`src/hw/rtl/assert_macros.svh`:
```
// Assertion helpers, used by the sequencer.
`ifndef ASSERT_MACROS_SVH
`define ASSERT_MACROS_SVH

// Checks a property at every rising clock edge outside of reset.
`define ASSERT_AT(lbl, clk, rst_n, prop, msg) \
  lbl: assert property (@(posedge clk) disable iff (!rst_n) (prop)) else $error(msg);

// Checks that a consequent holds in the cycle after its antecedent.
`define ASSERT_NEXT(lbl, clk, rst_n, ante, cons, msg) \
  lbl: assert property (@(posedge clk) disable iff (!rst_n) (ante) |=> (cons)) else $error(msg);

`endif

```
`src/hw/rtl/wwss_pkg.sv`:
```
`default_nettype none

package wwss_pkg;

  localparam int unsigned WORD_MAX_DEF = 8;
  localparam int unsigned WORD_BYTES   = 8;
  localparam int unsigned WORD_W       = 8 * WORD_BYTES;
  localparam int unsigned LEN_W        = 4;
  localparam int unsigned CNT_W        = 16;
  localparam int unsigned CFG_IDX_W    = 2;

  localparam logic [7:0]       NUL_BYTE  = 8'h00;
  localparam logic [CNT_W-1:0] CNT_SAT   = '1;
  localparam logic [LEN_W-1:0] LEN_LIMIT = LEN_W'(WORD_BYTES);

  // Space , . ! : ; ? LF TAB CR.
  localparam int unsigned N_DELIMS = 10;
  localparam logic [7:0] DELIMS [N_DELIMS] = '{
    8'h20, 8'h2C, 8'h2E, 8'h21, 8'h3A, 8'h3B, 8'h3F, 8'h0A, 8'h09, 8'h0D
  };

  typedef enum logic [CFG_IDX_W-1:0] {
    CFG_SEARCH_WORD  = 2'd0,
    CFG_SEARCH_LEN   = 2'd1,
    CFG_REPLACE_WORD = 2'd2,
    CFG_REPLACE_LEN  = 2'd3
  } cfg_reg_e;

  typedef enum logic [2:0] {
    ST_IDLE,
    ST_CMP,
    ST_HELD,
    ST_REPL,
    ST_TAIL
  } seq_state_e;

  typedef struct packed {
    logic [WORD_W-1:0] search_word;
    logic [LEN_W-1:0]  search_len;
    logic [WORD_W-1:0] replace_word;
    logic [LEN_W-1:0]  replace_len;
  } cfg_t;

  typedef struct packed {
    logic [7:0]       out_byte;
    logic             byte_valid;
    logic             last_of_run;
    logic [CNT_W-1:0] match_total;
    logic             text_done;
  } result_t;

  typedef struct packed {
    logic    load;
    result_t res;
  } out_req_t;

  typedef struct packed {
    logic             wr_en;
    logic [LEN_W-1:0] wr_idx;
    logic [7:0]       wr_byte;
    logic [LEN_W-1:0] rd_idx;
    logic [7:0]       ref_byte;
  } tok_ctl_t;

  function automatic int unsigned held_max(int unsigned word_max);
    return (word_max < WORD_BYTES) ? word_max : WORD_BYTES;
  endfunction

  function automatic logic [7:0] word_byte(logic [WORD_W-1:0] w, logic [2:0] i);
    return w[{i, 3'b000} +: 8];
  endfunction

  function automatic logic is_delim(logic [7:0] b);
    logic hit;
    hit = (b == NUL_BYTE);
    for (int k = 0; k < N_DELIMS; k++) begin
      hit = hit | (b == DELIMS[k]);
    end
    return hit;
  endfunction

endpackage

`default_nettype wire

```
`src/hw/rtl/wwss_tok_buf.sv`:
```
`default_nettype none

// Holds the bytes of the pending token and compares one of them per cycle
// against a byte of the search word. The read address is the walk index of the
// next cycle, so the registered byte lines up with the current index.
module wwss_tok_buf #(
  parameter int unsigned DEPTH = wwss_pkg::WORD_MAX_DEF
) (
  input  wire logic               clk_i,
  input  wire wwss_pkg::tok_ctl_t ctl_i,
  output logic [7:0]              rd_byte_o,
  output logic                    eq_o
);

  localparam int unsigned IDX_W = (DEPTH > 1) ? $clog2(DEPTH) : 1;

  logic [7:0] mem_q [DEPTH];
  logic [7:0] rd_q;

  always_ff @(posedge clk_i) begin
    if (ctl_i.wr_en) begin
      mem_q[ctl_i.wr_idx[IDX_W-1:0]] <= ctl_i.wr_byte;
    end
    rd_q <= mem_q[ctl_i.rd_idx[IDX_W-1:0]];
  end

  assign rd_byte_o = rd_q;
  assign eq_o      = (rd_q == ctl_i.ref_byte);

endmodule

`default_nettype wire

```
`src/hw/rtl/wwss_out_reg.sv`:
```
`default_nettype none

// Output register: holds one result until the downstream side takes it.
module wwss_out_reg (
  input  wire logic               clk_i,
  input  wire logic               rst_ni,
  input  wire wwss_pkg::out_req_t req_i,
  output logic                    free_o,
  output logic                    valid_o,
  input  wire logic               ready_i,
  output wwss_pkg::result_t       res_o
);

  logic              valid_q, valid_d;
  wwss_pkg::result_t res_q;

  assign free_o = !valid_q || ready_i;

  always_comb begin
    valid_d = valid_q;
    if (req_i.load) begin
      valid_d = 1'b1;
    end else if (ready_i) begin
      valid_d = 1'b0;
    end
  end

  always_ff @(posedge clk_i or negedge rst_ni) begin
    if (!rst_ni) begin
      valid_q <= 1'b0;
    end else begin
      valid_q <= valid_d;
    end
  end

  always_ff @(posedge clk_i) begin
    if (req_i.load) begin
      res_q <= req_i.res;
    end
  end

  assign valid_o = valid_q;
  assign res_o   = res_q;

endmodule

`default_nettype wire

```
`src/hw/rtl/wwss_seq.sv`:
```
`default_nettype none
`include "assert_macros.svh"

// Sequencer: decides what each request causes, walks the held token through
// the byte comparator and emits the results one per cycle while the output register is free.
module wwss_seq #(
  parameter int unsigned WORD_MAX = wwss_pkg::WORD_MAX_DEF
) (
  input  wire logic               clk_i,
  input  wire logic               rst_ni,
  input  wire logic               in_valid_i,
  input  wire logic [7:0]         in_byte_i,
  input  wire logic               in_end_i,
  output logic                    in_ready_o,
  input  wire wwss_pkg::cfg_t     cfg_i,
  output wwss_pkg::tok_ctl_t      tok_ctl_o,
  input  wire logic [7:0]         tok_rd_byte_i,
  input  wire logic               tok_eq_i,
  output wwss_pkg::out_req_t      out_req_o,
  input  wire logic               out_free_i
);

  localparam int unsigned LEN_W = wwss_pkg::LEN_W;
  localparam logic [LEN_W-1:0] LEN_CAP = LEN_W'(wwss_pkg::held_max(WORD_MAX));
  localparam logic [LEN_W-1:0] LEN_ONE = LEN_W'(1);

  wwss_pkg::seq_state_e state_q, state_d;
  logic [LEN_W-1:0]           idx_q, idx_d;
  logic [LEN_W-1:0]           count_q, count_d;
  logic                       pass_q, pass_d;
  logic                       hit_q, hit_d;
  logic                       tail_q, tail_d;
  logic                       done_q, done_d;
  logic [7:0]                 byte_q, byte_d;
  logic [wwss_pkg::CNT_W-1:0] match_q, match_d;

  logic [LEN_W-1:0] slen, rlen;
  logic             accept, delim, flush_need, prefix_ok;
  logic             held_last, repl_last;
  logic             walk_st, quiet_st;

  always_comb begin
    slen = (cfg_i.search_len > LEN_CAP) ? LEN_CAP : cfg_i.search_len;
    rlen = (cfg_i.replace_len > wwss_pkg::LEN_LIMIT) ? wwss_pkg::LEN_LIMIT
                                                     : cfg_i.replace_len;
  end

  assign in_ready_o = (state_q == wwss_pkg::ST_IDLE);
  assign accept     = in_valid_i && in_ready_o;
  assign delim      = wwss_pkg::is_delim(in_byte_i);
  assign flush_need = !pass_q && (count_q != '0);
  assign prefix_ok  = (count_q < slen) &&
                      (in_byte_i == wwss_pkg::word_byte(cfg_i.search_word, count_q[2:0]));
  assign held_last  = (idx_q == count_q - LEN_ONE);
  assign repl_last  = (idx_q == rlen - LEN_ONE);

  // Next state and state registers.
  always_comb begin
    state_d = state_q;
    idx_d   = idx_q;
    count_d = count_q;
    pass_d  = pass_q;
    hit_d   = hit_q;
    tail_d  = tail_q;
    done_d  = done_q;
    byte_d  = byte_q;
    match_d = match_q;
    unique case (state_q)
      wwss_pkg::ST_IDLE: begin
        if (accept) begin
          if (in_end_i || delim) begin
            tail_d = in_end_i || (in_byte_i != wwss_pkg::NUL_BYTE);
            done_d = in_end_i;
            byte_d = in_end_i ? wwss_pkg::NUL_BYTE : in_byte_i;
            pass_d = 1'b0;
            if (flush_need) begin
              state_d = wwss_pkg::ST_CMP;
              idx_d   = '0;
              hit_d   = (count_q == slen);
            end else begin
              count_d = '0;
              state_d = (in_end_i || (in_byte_i != wwss_pkg::NUL_BYTE)) ?
                        wwss_pkg::ST_TAIL : wwss_pkg::ST_IDLE;
            end
          end else if (pass_q) begin
            tail_d  = 1'b1;
            done_d  = 1'b0;
            byte_d  = in_byte_i;
            state_d = wwss_pkg::ST_TAIL;
          end else if (prefix_ok) begin
            count_d = count_q + LEN_ONE;
          end else begin
            pass_d = 1'b1;
            tail_d = 1'b1;
            done_d = 1'b0;
            byte_d = in_byte_i;
            idx_d  = '0;
            state_d = (count_q != '0) ? wwss_pkg::ST_HELD : wwss_pkg::ST_TAIL;
          end
        end
      end
      wwss_pkg::ST_CMP: begin
        idx_d = idx_q + LEN_ONE;
        hit_d = hit_q && tok_eq_i;
        if (held_last) begin
          idx_d = '0;
          if (hit_q && tok_eq_i) begin
            count_d = '0;
            if (match_q != wwss_pkg::CNT_SAT) begin
              match_d = match_q + 1'b1;
            end
            if (rlen != '0) begin
              state_d = wwss_pkg::ST_REPL;
            end else begin
              state_d = tail_q ? wwss_pkg::ST_TAIL : wwss_pkg::ST_IDLE;
            end
          end else begin
            state_d = wwss_pkg::ST_HELD;
          end
        end
      end
      wwss_pkg::ST_HELD: begin
        if (out_free_i) begin
          idx_d = idx_q + LEN_ONE;
          if (held_last) begin
            count_d = '0;
            state_d = tail_q ? wwss_pkg::ST_TAIL : wwss_pkg::ST_IDLE;
          end
        end
      end
      wwss_pkg::ST_REPL: begin
        if (out_free_i) begin
          idx_d = idx_q + LEN_ONE;
          if (repl_last) begin
            state_d = tail_q ? wwss_pkg::ST_TAIL : wwss_pkg::ST_IDLE;
          end
        end
      end
      wwss_pkg::ST_TAIL: begin
        if (out_free_i) begin
          state_d = wwss_pkg::ST_IDLE;
        end
      end
      default: begin
        state_d = wwss_pkg::ST_IDLE;
      end
    endcase
  end

  always_ff @(posedge clk_i or negedge rst_ni) begin
    if (!rst_ni) begin
      state_q <= wwss_pkg::ST_IDLE;
      idx_q   <= '0;
      count_q <= '0;
      pass_q  <= 1'b0;
      hit_q   <= 1'b0;
      tail_q  <= 1'b0;
      done_q  <= 1'b0;
      match_q <= '0;
    end else begin
      state_q <= state_d;
      idx_q   <= idx_d;
      count_q <= count_d;
      pass_q  <= pass_d;
      hit_q   <= hit_d;
      tail_q  <= tail_d;
      done_q  <= done_d;
      match_q <= match_d;
    end
  end

  always_ff @(posedge clk_i) begin
    byte_q <= byte_d;
  end

  // Outputs. The token store registers its read data, so it is addressed with
  // the index of the coming cycle.
  always_comb begin
    tok_ctl_o.wr_en    = accept && !in_end_i && !delim && !pass_q && prefix_ok;
    tok_ctl_o.wr_idx   = count_q;
    tok_ctl_o.wr_byte  = in_byte_i;
    tok_ctl_o.rd_idx   = idx_d;
    tok_ctl_o.ref_byte = wwss_pkg::word_byte(cfg_i.search_word, idx_q[2:0]);

    out_req_o.load            = 1'b0;
    out_req_o.res.out_byte    = tok_rd_byte_i;
    out_req_o.res.byte_valid  = 1'b1;
    out_req_o.res.last_of_run = 1'b0;
    out_req_o.res.match_total = match_q;
    out_req_o.res.text_done   = 1'b0;
    unique case (state_q)
      wwss_pkg::ST_HELD: begin
        out_req_o.load            = out_free_i;
        out_req_o.res.last_of_run = held_last && !tail_q;
      end
      wwss_pkg::ST_REPL: begin
        out_req_o.load            = out_free_i;
        out_req_o.res.out_byte    = wwss_pkg::word_byte(cfg_i.replace_word, idx_q[2:0]);
        out_req_o.res.last_of_run = repl_last && !tail_q;
      end
      wwss_pkg::ST_TAIL: begin
        out_req_o.load            = out_free_i;
        out_req_o.res.out_byte    = byte_q;
        out_req_o.res.byte_valid  = !done_q;
        out_req_o.res.last_of_run = 1'b1;
        out_req_o.res.text_done   = done_q;
      end
      default: begin
        out_req_o.load = 1'b0;
      end
    endcase
  end

  assign walk_st  = (state_q == wwss_pkg::ST_HELD) || (state_q == wwss_pkg::ST_CMP);
  assign quiet_st = (state_q == wwss_pkg::ST_IDLE) || (state_q == wwss_pkg::ST_CMP);

  `ASSERT_AT(a_walk_in_range, clk_i, rst_ni, walk_st |-> (idx_q < count_q), "Walk past held bytes.")
  `ASSERT_AT(a_quiet_states, clk_i, rst_ni, quiet_st |-> !out_req_o.load, "Load in a quiet state.")
  `ASSERT_AT(a_pass_no_held, clk_i, rst_ni, (in_ready_o && pass_q) |-> (count_q == '0), "Held bytes.")
  `ASSERT_NEXT(a_count_rises, clk_i, rst_ni, 1'b1, match_q >= $past(match_q), "Count fell.")

endmodule

`default_nettype wire

```
`src/hw/rtl/whole_word_stream_substitute.sv`:
```
`default_nettype none

// Whole-word search and replace over a byte stream. Each request on the slave
// stream carries one text byte, or an end-of-text mark in s_tuser_i. A token is
// a run of bytes between delimiters (space , . ! : ; ? LF TAB CR, and byte
// zero, which ends a token but is never sent on). Every token that equals the
// configured search word is replaced by the replacement word and counted in a
// 16-bit match counter that saturates; all other bytes pass unchanged. Bytes
// are held back only while the token is still a prefix of the search word, so
// at most eight bytes are ever pending. An end mark flushes the pending token
// and then produces a done marker; the counter keeps its value across texts.
// A request whose byte is only held, or a byte zero with nothing pending,
// produces no result. Otherwise the block accepts the request, then, if a
// held token has to be resolved, compares its held bytes in the byte
// comparator, then emits its results while the master side is ready. A
// request produces at most nine results, all through the single output
// register. s_tready_o is high only while the sequencer is idle. The master
// side carries the results of each request with m_tlast_o on the last one.
// Configuration writes go through cfg_we_i, cfg_idx_i and cfg_wdata_i and
// take effect at once; they must only be issued while no request is in
// progress.
module whole_word_stream_substitute #(
  parameter int unsigned WORD_MAX = wwss_pkg::WORD_MAX_DEF
) (
  input  wire logic                            clk_i,
  input  wire logic                            rst_ni,
  // Slave stream.
  input  wire logic                            s_tvalid_i,
  output logic                                 s_tready_o,
  input  wire logic [7:0]                      s_tdata_i,   // [7:0] text_byte
  input  wire logic                            s_tuser_i,   // [0] end_flag
  // Master stream.
  output logic                                 m_tvalid_o,
  input  wire logic                            m_tready_i,
  output logic [23:0]                          m_tdata_o,   // [7:0] out_byte,
                                                            // [23:8] match_total
  output logic [1:0]                           m_tuser_o,   // [0] byte_valid,
                                                            // [1] text_done
  output logic                                 m_tlast_o,   // last_of_run
  // Configuration write port.
  input  wire logic                            cfg_we_i,
  input  wire logic [wwss_pkg::CFG_IDX_W-1:0]  cfg_idx_i,
  input  wire logic [wwss_pkg::WORD_W-1:0]     cfg_wdata_i
);

  localparam int unsigned HELD_MAX = wwss_pkg::held_max(WORD_MAX);

  wwss_pkg::cfg_t     cfg_q, cfg_d;
  wwss_pkg::tok_ctl_t tok_ctl;
  wwss_pkg::out_req_t out_req;
  wwss_pkg::result_t  res;
  logic [7:0]         tok_rd_byte;
  logic               tok_eq;
  logic               out_free;

  // Configuration registers. The length registers keep the low four bits.
  always_comb begin
    cfg_d = cfg_q;
    if (cfg_we_i) begin
      unique case (wwss_pkg::cfg_reg_e'(cfg_idx_i))
        wwss_pkg::CFG_SEARCH_WORD:  cfg_d.search_word  = cfg_wdata_i;
        wwss_pkg::CFG_SEARCH_LEN:   cfg_d.search_len   = cfg_wdata_i[wwss_pkg::LEN_W-1:0];
        wwss_pkg::CFG_REPLACE_WORD: cfg_d.replace_word = cfg_wdata_i;
        wwss_pkg::CFG_REPLACE_LEN:  cfg_d.replace_len  = cfg_wdata_i[wwss_pkg::LEN_W-1:0];
        default: cfg_d = cfg_q;
      endcase
    end
  end

  always_ff @(posedge clk_i or negedge rst_ni) begin
    if (!rst_ni) begin
      cfg_q.search_word  <= '0;
      cfg_q.search_len   <= wwss_pkg::LEN_W'(1);
      cfg_q.replace_word <= '0;
      cfg_q.replace_len  <= wwss_pkg::LEN_W'(1);
    end else begin
      cfg_q <= cfg_d;
    end
  end

  wwss_seq #(
    .WORD_MAX (WORD_MAX)
  ) u_seq (
    .clk_i         (clk_i),
    .rst_ni        (rst_ni),
    .in_valid_i    (s_tvalid_i),
    .in_byte_i     (s_tdata_i),
    .in_end_i      (s_tuser_i),
    .in_ready_o    (s_tready_o),
    .cfg_i         (cfg_q),
    .tok_ctl_o     (tok_ctl),
    .tok_rd_byte_i (tok_rd_byte),
    .tok_eq_i      (tok_eq),
    .out_req_o     (out_req),
    .out_free_i    (out_free)
  );

  wwss_tok_buf #(
    .DEPTH (HELD_MAX)
  ) u_tok_buf (
    .clk_i     (clk_i),
    .ctl_i     (tok_ctl),
    .rd_byte_o (tok_rd_byte),
    .eq_o      (tok_eq)
  );

  wwss_out_reg u_out_reg (
    .clk_i   (clk_i),
    .rst_ni  (rst_ni),
    .req_i   (out_req),
    .free_o  (out_free),
    .valid_o (m_tvalid_o),
    .ready_i (m_tready_i),
    .res_o   (res)
  );

  assign m_tdata_o = {res.match_total, res.out_byte};
  assign m_tuser_o = {res.text_done, res.byte_valid};
  assign m_tlast_o = res.last_of_run;

endmodule

`default_nettype wire
```
`config.mk`:
```
export PLATFORM = sky130hd
export DESIGN_NAME = whole_word_stream_substitute
export DESIGN_NICKNAME = d
export VERILOG_FILES = /design/src/hw/rtl/wwss_pkg.sv /design/src/hw/rtl/wwss_tok_buf.sv /design/src/hw/rtl/wwss_out_reg.sv /design/src/hw/rtl/wwss_seq.sv /design/src/hw/rtl/whole_word_stream_substitute.sv
export VERILOG_INCLUDE_DIRS = /design/src /design/src/hw/rtl
export SDC_FILE = /design/constraint.sdc
export NUM_CORES = 1
export LEC_CHECK = 0
export BUFFER_PORTS_ARGS = -buffer_cell sky130_fd_sc_hd__buf_2
export CORE_UTILIZATION = 50
export DETAILED_ROUTE_END_ITERATION = 6
export GPL_TIMING_DRIVEN = 0
export MAX_ROUTING_LAYER = met4
export PLACE_DENSITY = 0.68
export SETUP_SLACK_MARGIN = 0.2
export SYNTH_ARGS = -nofsm -noshare
export SYNTH_HDL_FRONTEND = slang
export SYNTH_HIERARCHICAL = 1
export SYNTH_SLANG_ARGS = --single-unit
```
`constraint.sdc`:
```
create_clock -name clk_i -period 6.6 [get_ports clk_i]
set_clock_uncertainty 0.15 [all_clocks]
set_input_delay 0.66 -clock clk_i [delete_from_list [all_inputs] [get_ports clk_i]]
set_output_delay 0.66 -clock clk_i [all_outputs]
set_load 0.005 [all_outputs]
```
======== Word level (Yosys, flattened, before mapping) ========
Memory sizes are Yosys's and may differ from the RTL's. A register that Yosys moved wholly into a read port is not among the register bits.
Cells that the tools add are included.
Widths: inputs -> output; s select.
storage, ports and cells
  flip-flop bits (word level) ............. 203
  memory bits (writable) .................. 64
  bits of input ports ..................... 80
  output and inout bits ................... 29
  word-level logic and storage cells ...... 186
  memories kept ........................... 1
memories
  memory           words  width  rd ports  clocked after memory_dff  wr ports  line                RTL
  u_tok_buf.mem_q  8      8      1         1                         1         wwss_tok_buf.sv:17  logic [7:0] mem_q [DEPTH];
operators by class
  add/subtract/negate cells ............... 5
  order comparisons ....................... 3
  eq/ne operators ......................... 41
  shift operators ......................... 3
  multiplexer cells ....................... 61
  bitwise operators ....................... 10
  reduce and logical (&&, ||, !) cells .... 42
operators with widths
  kind                   count
  $shiftx 64x7->8        3
  $mux 4                 18
  $eq 8x6->1 const B     7
  $mux 3                 16
  $mux 8                 4
  $eq 8x4->1 const B     3
  $pmux 4 s3             2
  $mux 1                 17
  $add 16x1->16 const B  1
  $eq 8x8->1             2
  $ne 16x16->1 const B   1
  $pmux 8 s2             1
  $ne 3x3->1 const B     5
  $pmux 3 s5             1
  $eq 4x4->1             3
  $ne 2x2->1 const B     6
  $logic_and 1x1->1      10
  $ne 2x1->1 const B     5
  $or 1x1->1             10
  $reduce_and 2->1       5
  $reduce_and 9->1       1
  $add 4x1->4 const B    2
  $gt 4x4->1 const B     2
  $logic_not 8->1        1
  25 further kinds       39

======== Logic depth before layout (Yosys ltp) ========
  depth after elaboration ................. 17
  mapped depth ............................ 16

======== Hierarchy ========
The synthesis kept the hierarchy.
by module, submodules not included
  module                        instances  cells each  area each (µm²)  seq. area each (µm²)
  whole_word_stream_substitute  1          290         5,683.0          3,405.8
  wwss_seq                      1          418         4,281.6          1,016.0
  wwss_tok_buf                  1          125         2,777.7          2,082.0
  wwss_out_reg                  1          30          858.3            835.8

======== Worst setup path before layout ========
No wires, ideal clock.
  kind .................................... flip-flop to flip-flop
  start ................................... register u_seq.idx_q[0]
  end ..................................... register u_seq/match_q[10] (netlist name)
  library setup time ...................... 0.123 ns
  arrival time ............................ 3.894 ns
  data required time ...................... 6.327 ns
  path slack .............................. 2.432 ns
  stages on the path, launching flop included .. 15
  buffers on the path ..................... 4
  period minus slack after synthesis ...... 4.168 ns
  cell sequence ........................... dfrtp_1 clkbuf_1 buf_1 clkbuf_1 mux4_2 mux2_2 xnor2_1 nand4_1 nor2_1 nand2_1 or3_1 a41oi_1 buf_2 nand3_1 xnor2_1
RTL lines
  item                    line             RTL
  from (decl)             wwss_seq.sv:28   logic [LEN_W-1:0] idx_q, idx_d;
  from (signal assigned)  wwss_seq.sv:162  idx_q <= idx_d;
  to (signal assigned)    wwss_seq.sv:168  match_q <= match_d;
  to (decl)               wwss_seq.sv:35   logic [wwss_pkg::CNT_W-1:0] match_q, match_d;

==> impl_metrics.env <==
export IMPL_place_ws_ns=0.9028
export IMPL_hold_start="s_tdata_i[5]"
export IMPL_clock_sinks=275
export IMPL_syn_nets=952
export IMPL_clock_path_buffers=3
export IMPL_crit_fanout=10
export IMPL_cp_cell_sequence="clkbuf_1 -> clkbuf_1 -> clkbuf_1 -> mux4_2 -> mux2_2 -> xnor2_1 -> nand4_1 -> nor2_1 -> nand2_1 -> or3_1 -> a41oi_1 -> buf_2 -> nand3_1 -> xnor2_1"
export IMPL_htreeDepth=1
export IMPL_clock_latency_ns=0.55
export IMPL_vias=7997
export IMPL_numCtsBuffers=30
export IMPL_grt_usage_pct=24.32
export IMPL_die_x_um=166.9
export IMPL_wl_um=32200
export IMPL_hold_class="in -> reg"
export IMPL_ant_nets=0
export IMPL_final_seq_area_um2=7340
export IMPL_timing_final_ws_setup_ns=0.7610
export IMPL_n_fill_cell=2070
export IMPL_crit_required_ns=6.88
export IMPL_num_nets_final=1095
export IMPL_ys_top_cells_by_area="dfrtp_1 (31%), edfxtp_1 (22%), mux2_4 (13%), mux4_2 (7.1%), mux2_2 (3.8%)"
export IMPL_criticalPathCategory="reg -> reg"
export IMPL_synth_edf_count=99
export IMPL_holdPathEnd="u_tok_buf/mem_q[3][5]"
export IMPL_via_per_inst=5.829
export IMPL_die_area_um2=27860
export IMPL_fin_crit_ns=5.839
export IMPL_outcome="completed"
export IMPL_path_common_cell="clkbuf_1"
export IMPL_core_um2=26800
export IMPL_netlist_instances=863
export IMPL_leakagePower_nw=6.472
export IMPL_wl_per_cell_um=23.47
export IMPL_route_detailed_drc=0
export IMPL_crit_family="buffers and inverters"
export IMPL_endpoint_kind="flop"
export IMPL_postCtsSetupRepairBufs=0
export IMPL_antenna_found_initial=1
export IMPL_slowest_stage="clkbuf_1"
export IMPL_yosys_warnings=6
export IMPL_dp_hpwl_um=22500
export IMPL_grt_max_degree=117
export IMPL_crit_reg2reg_launch="u_seq/idx_q[1]"
export IMPL_grt_pass1_wl_um=49380
export IMPL_clkTransAtPathRegs_ns=0.06
export IMPL_grt_pass1_vias=7988
export IMPL_ios=109
export IMPL_drtPass1Iterations=5
export IMPL_synth_top_cell_by_area="dfrtp_1"
export IMPL_synthFlopType="dfrtp_1"
export IMPL_slew_headroom_pct=9.975
export IMPL_min_period_over_period_pct=88.47
export IMPL_start_util_pct=50.75
export IMPL_drv_slew=0
export IMPL_setup_tns_ns=0
export IMPL_synthArstFlopShare_pct=61.09
export IMPL_timing_rr_end="u_seq/match_q[10]"
export IMPL_synth_seq_area_share_pct=53.97
export IMPL_finalHoldViolations=0
export IMPL_max_stage_delay_ns=0.80
export IMPL_root_buffer="clkbuf_16"
export IMPL_die_h_um=166.9
export IMPL_netlist_area_leader_share_pct=30.54
export IMPL_overflow=0
export IMPL_ys_types=70
export IMPL_area_delta_synth_final_pct=14.89
export IMPL_cts_tree="yes"
export IMPL_tightest_slew_ns=1.340
export IMPL_gp_congestion=0.9277
export IMPL_ff2ff_setup_slack_ns=0.76
export IMPL_powerDensity_nw_per_um2=325.5
export IMPL_ys_seq_elements=275
export IMPL_min_path_cells=1
export IMPL_fmax_ghz=0.1713
export IMPL_startpoint_type="flop"
export IMPL_drt_iter0_markers=708
export IMPL_port_buffers=107
export IMPL_ir_worst_vdd_uv=206.8
export IMPL_arrival_ns=6.12
export IMPL_critPathBufInv=4
export IMPL_synth_cell_area_um2=13600
export IMPL_drive_gt1_share_pct=40.19
export IMPL_drv_cap=0
export IMPL_core_rowCount=60
export IMPL_finalSetupViolCount=0
export IMPL_rsz0062_at_grt="false"
export IMPL_syn_avg_cell_area_um2=15.76
export IMPL_reg2reg_depth=14
export IMPL_multi_input_area_um2=5690
-- how the worst max path moves through the flow --
stage,endpoint,startpoint,depth (start not counted)
floorplan,u_seq/match_q[10],u_seq/idx_q[0],14
global placement,u_seq/match_q[14],u_seq/idx_q[1],14
detailed placement,u_seq/match_q[10],u_seq/idx_q[1],14
CTS,u_seq/match_q[13],u_seq/idx_q[1],14
global route,u_seq/match_q[13],u_seq/idx_q[1],14
finish,u_seq/match_q[10],u_seq/idx_q[1],14
-- flip-flops by register name, summed over array words and instances (netlist names), 3 cells and up --
register,flops
u_out_reg/res_o,27
u_seq/state_q,3
u_seq/byte_q,8
u_seq/match_q,16
u_seq/idx_q,4
u_tok_buf/mem_q,64
u_tok_buf/rd_byte_o,8
cfg_q,136
u_seq/count_q,4
-- timing repair --
action                                  4_1_cts  5_1_grt
gates resized for setup                       0        0
endpoints found under the hold margin        50        0
hold buffers                                  1        0
endpoints found under the setup margin        0        0
-- metal layers --
layer	track usage (%)	vias up	part of all wire, %
li1	-	3580	-
met1	34.52	4092	46
met2	36.38	286	46
met3	4.349	39	6.5
met4	6.039	0	2.1
met5	-	-	0
-- stage by stage --
step	area, µm²	util, %	cells	power [mW]	hold WS [ns]
2_1_floorplan	13600	-	863	3.018	0.2144
3_3_place_gp	14560	54.34	1311	3.388	0.3237
3_5_place_dp	14620	54.55	1313	3.429	0.3301
4_1_cts	15620	58.26	1370	5.101	0.1787
5_1_grt	15630	58.30	1372	5.284	0.1853
6_report	15630	58.30	1372	5.086	0.1952
-- area by class of cell --
class | instances | share of cell area [%]
plain buffers | 60 | 3.411
diodes | 1 | 0.01602
clock buffers | 35 | 5.125
multi-input cells | 517 | 36.42
repair buffers | 111 | 3.876
well taps | 341 | 2.731
flip-flops and latches | 275 | 46.97
clock inverters | 21 | 1.185
inverters | 11 | 0.2643
-- Yosys cell counts, drive strengths merged, types with 2 or more instances --
master / instances
a21o: 3
a21oi: 22
a221o: 3
a22o: 2
a31o: 2
a31oi: 7
and2: 3
and3: 7
and4: 2
buf: 41
clkbuf: 19
dfrtp: 166
dfstp: 2
dfxtp: 8
edfxtp: 99
ha: 9
inv: 10
mux2: 167
mux2i: 17
mux4: 58
nand2: 21
nand2b: 8
nand3: 21
nand3b: 4
nand4: 9
nor2: 23
nor2b: 14
nor3: 10
nor3b: 4
o211ai: 2
o21ai: 20
o22ai: 15
o31ai: 2
or2: 2
or3: 5
or4: 3
xnor2: 28
xor2: 8
-- placed cells by master, fill, tap and decap left out, types with 4 or more instances in the layout --
cell       synthesis  layout
buf_6              8       8
and3_1             7       7
buf_2              5     111
clkbuf_1          19      22
nor2_1            22      22
ha_1               9       9
mux2i_1           17      17
nand3b_1           4       4
a31oi_1            6       6
mux2_2            46      46
buf_4              8       8
buf_12            13      13
mux4_2            43      43
o21ai_0           19      19
nand3_1           21      21
edfxtp_1          99      99
nor3_1             9       9
nor2b_1           14      14
mux2_4           121     121
xnor2_1           28      28
dfxtp_1            8       8
clkinv_2           0       6
clkinv_1           1       9
nand2_1           21      21
clkbuf_16          0      31
nand2b_1           6       6
a21oi_1           22      21
mux4_1            15      15
nand4_1            9       9
inv_1             10      10
xor2_1             8       8
dfrtp_1          166     166
buf_1              7       7
or3_1              5       5
o22ai_1           15      15
-- cell families (layout without fill, tap and decap cells) --
family / count (synthesis) / count (layout) / share of synthesized area (%)
AO/OA/AOI/OAI: 89 / 89 / 4.168
XOR/XNOR: 37 / 37 / 2.493
adder cells (fa/ha/maj): 9 / 9 / 0.8280
buffers and inverters: 71 / 238 / 4.223
flip-flops: 275 / 275 / 53.96
multiplexers: 242 / 242 / 28.44
other: 0 / 1 / 0
AND/OR/NAND/NOR: 140 / 140 / 5.888
-- power by group --
part / internal [mW] / leakage (nW) / total, mW / switching (mW)
sequential: 2.08 / 3.02 / 2.26 / 0.179
clock: 0.983 / 0.488 / 1.67 / 0.686
combinational: 0.606 / 2.96 / 1.16 / 0.554
(Power assumes the default switching activity.)
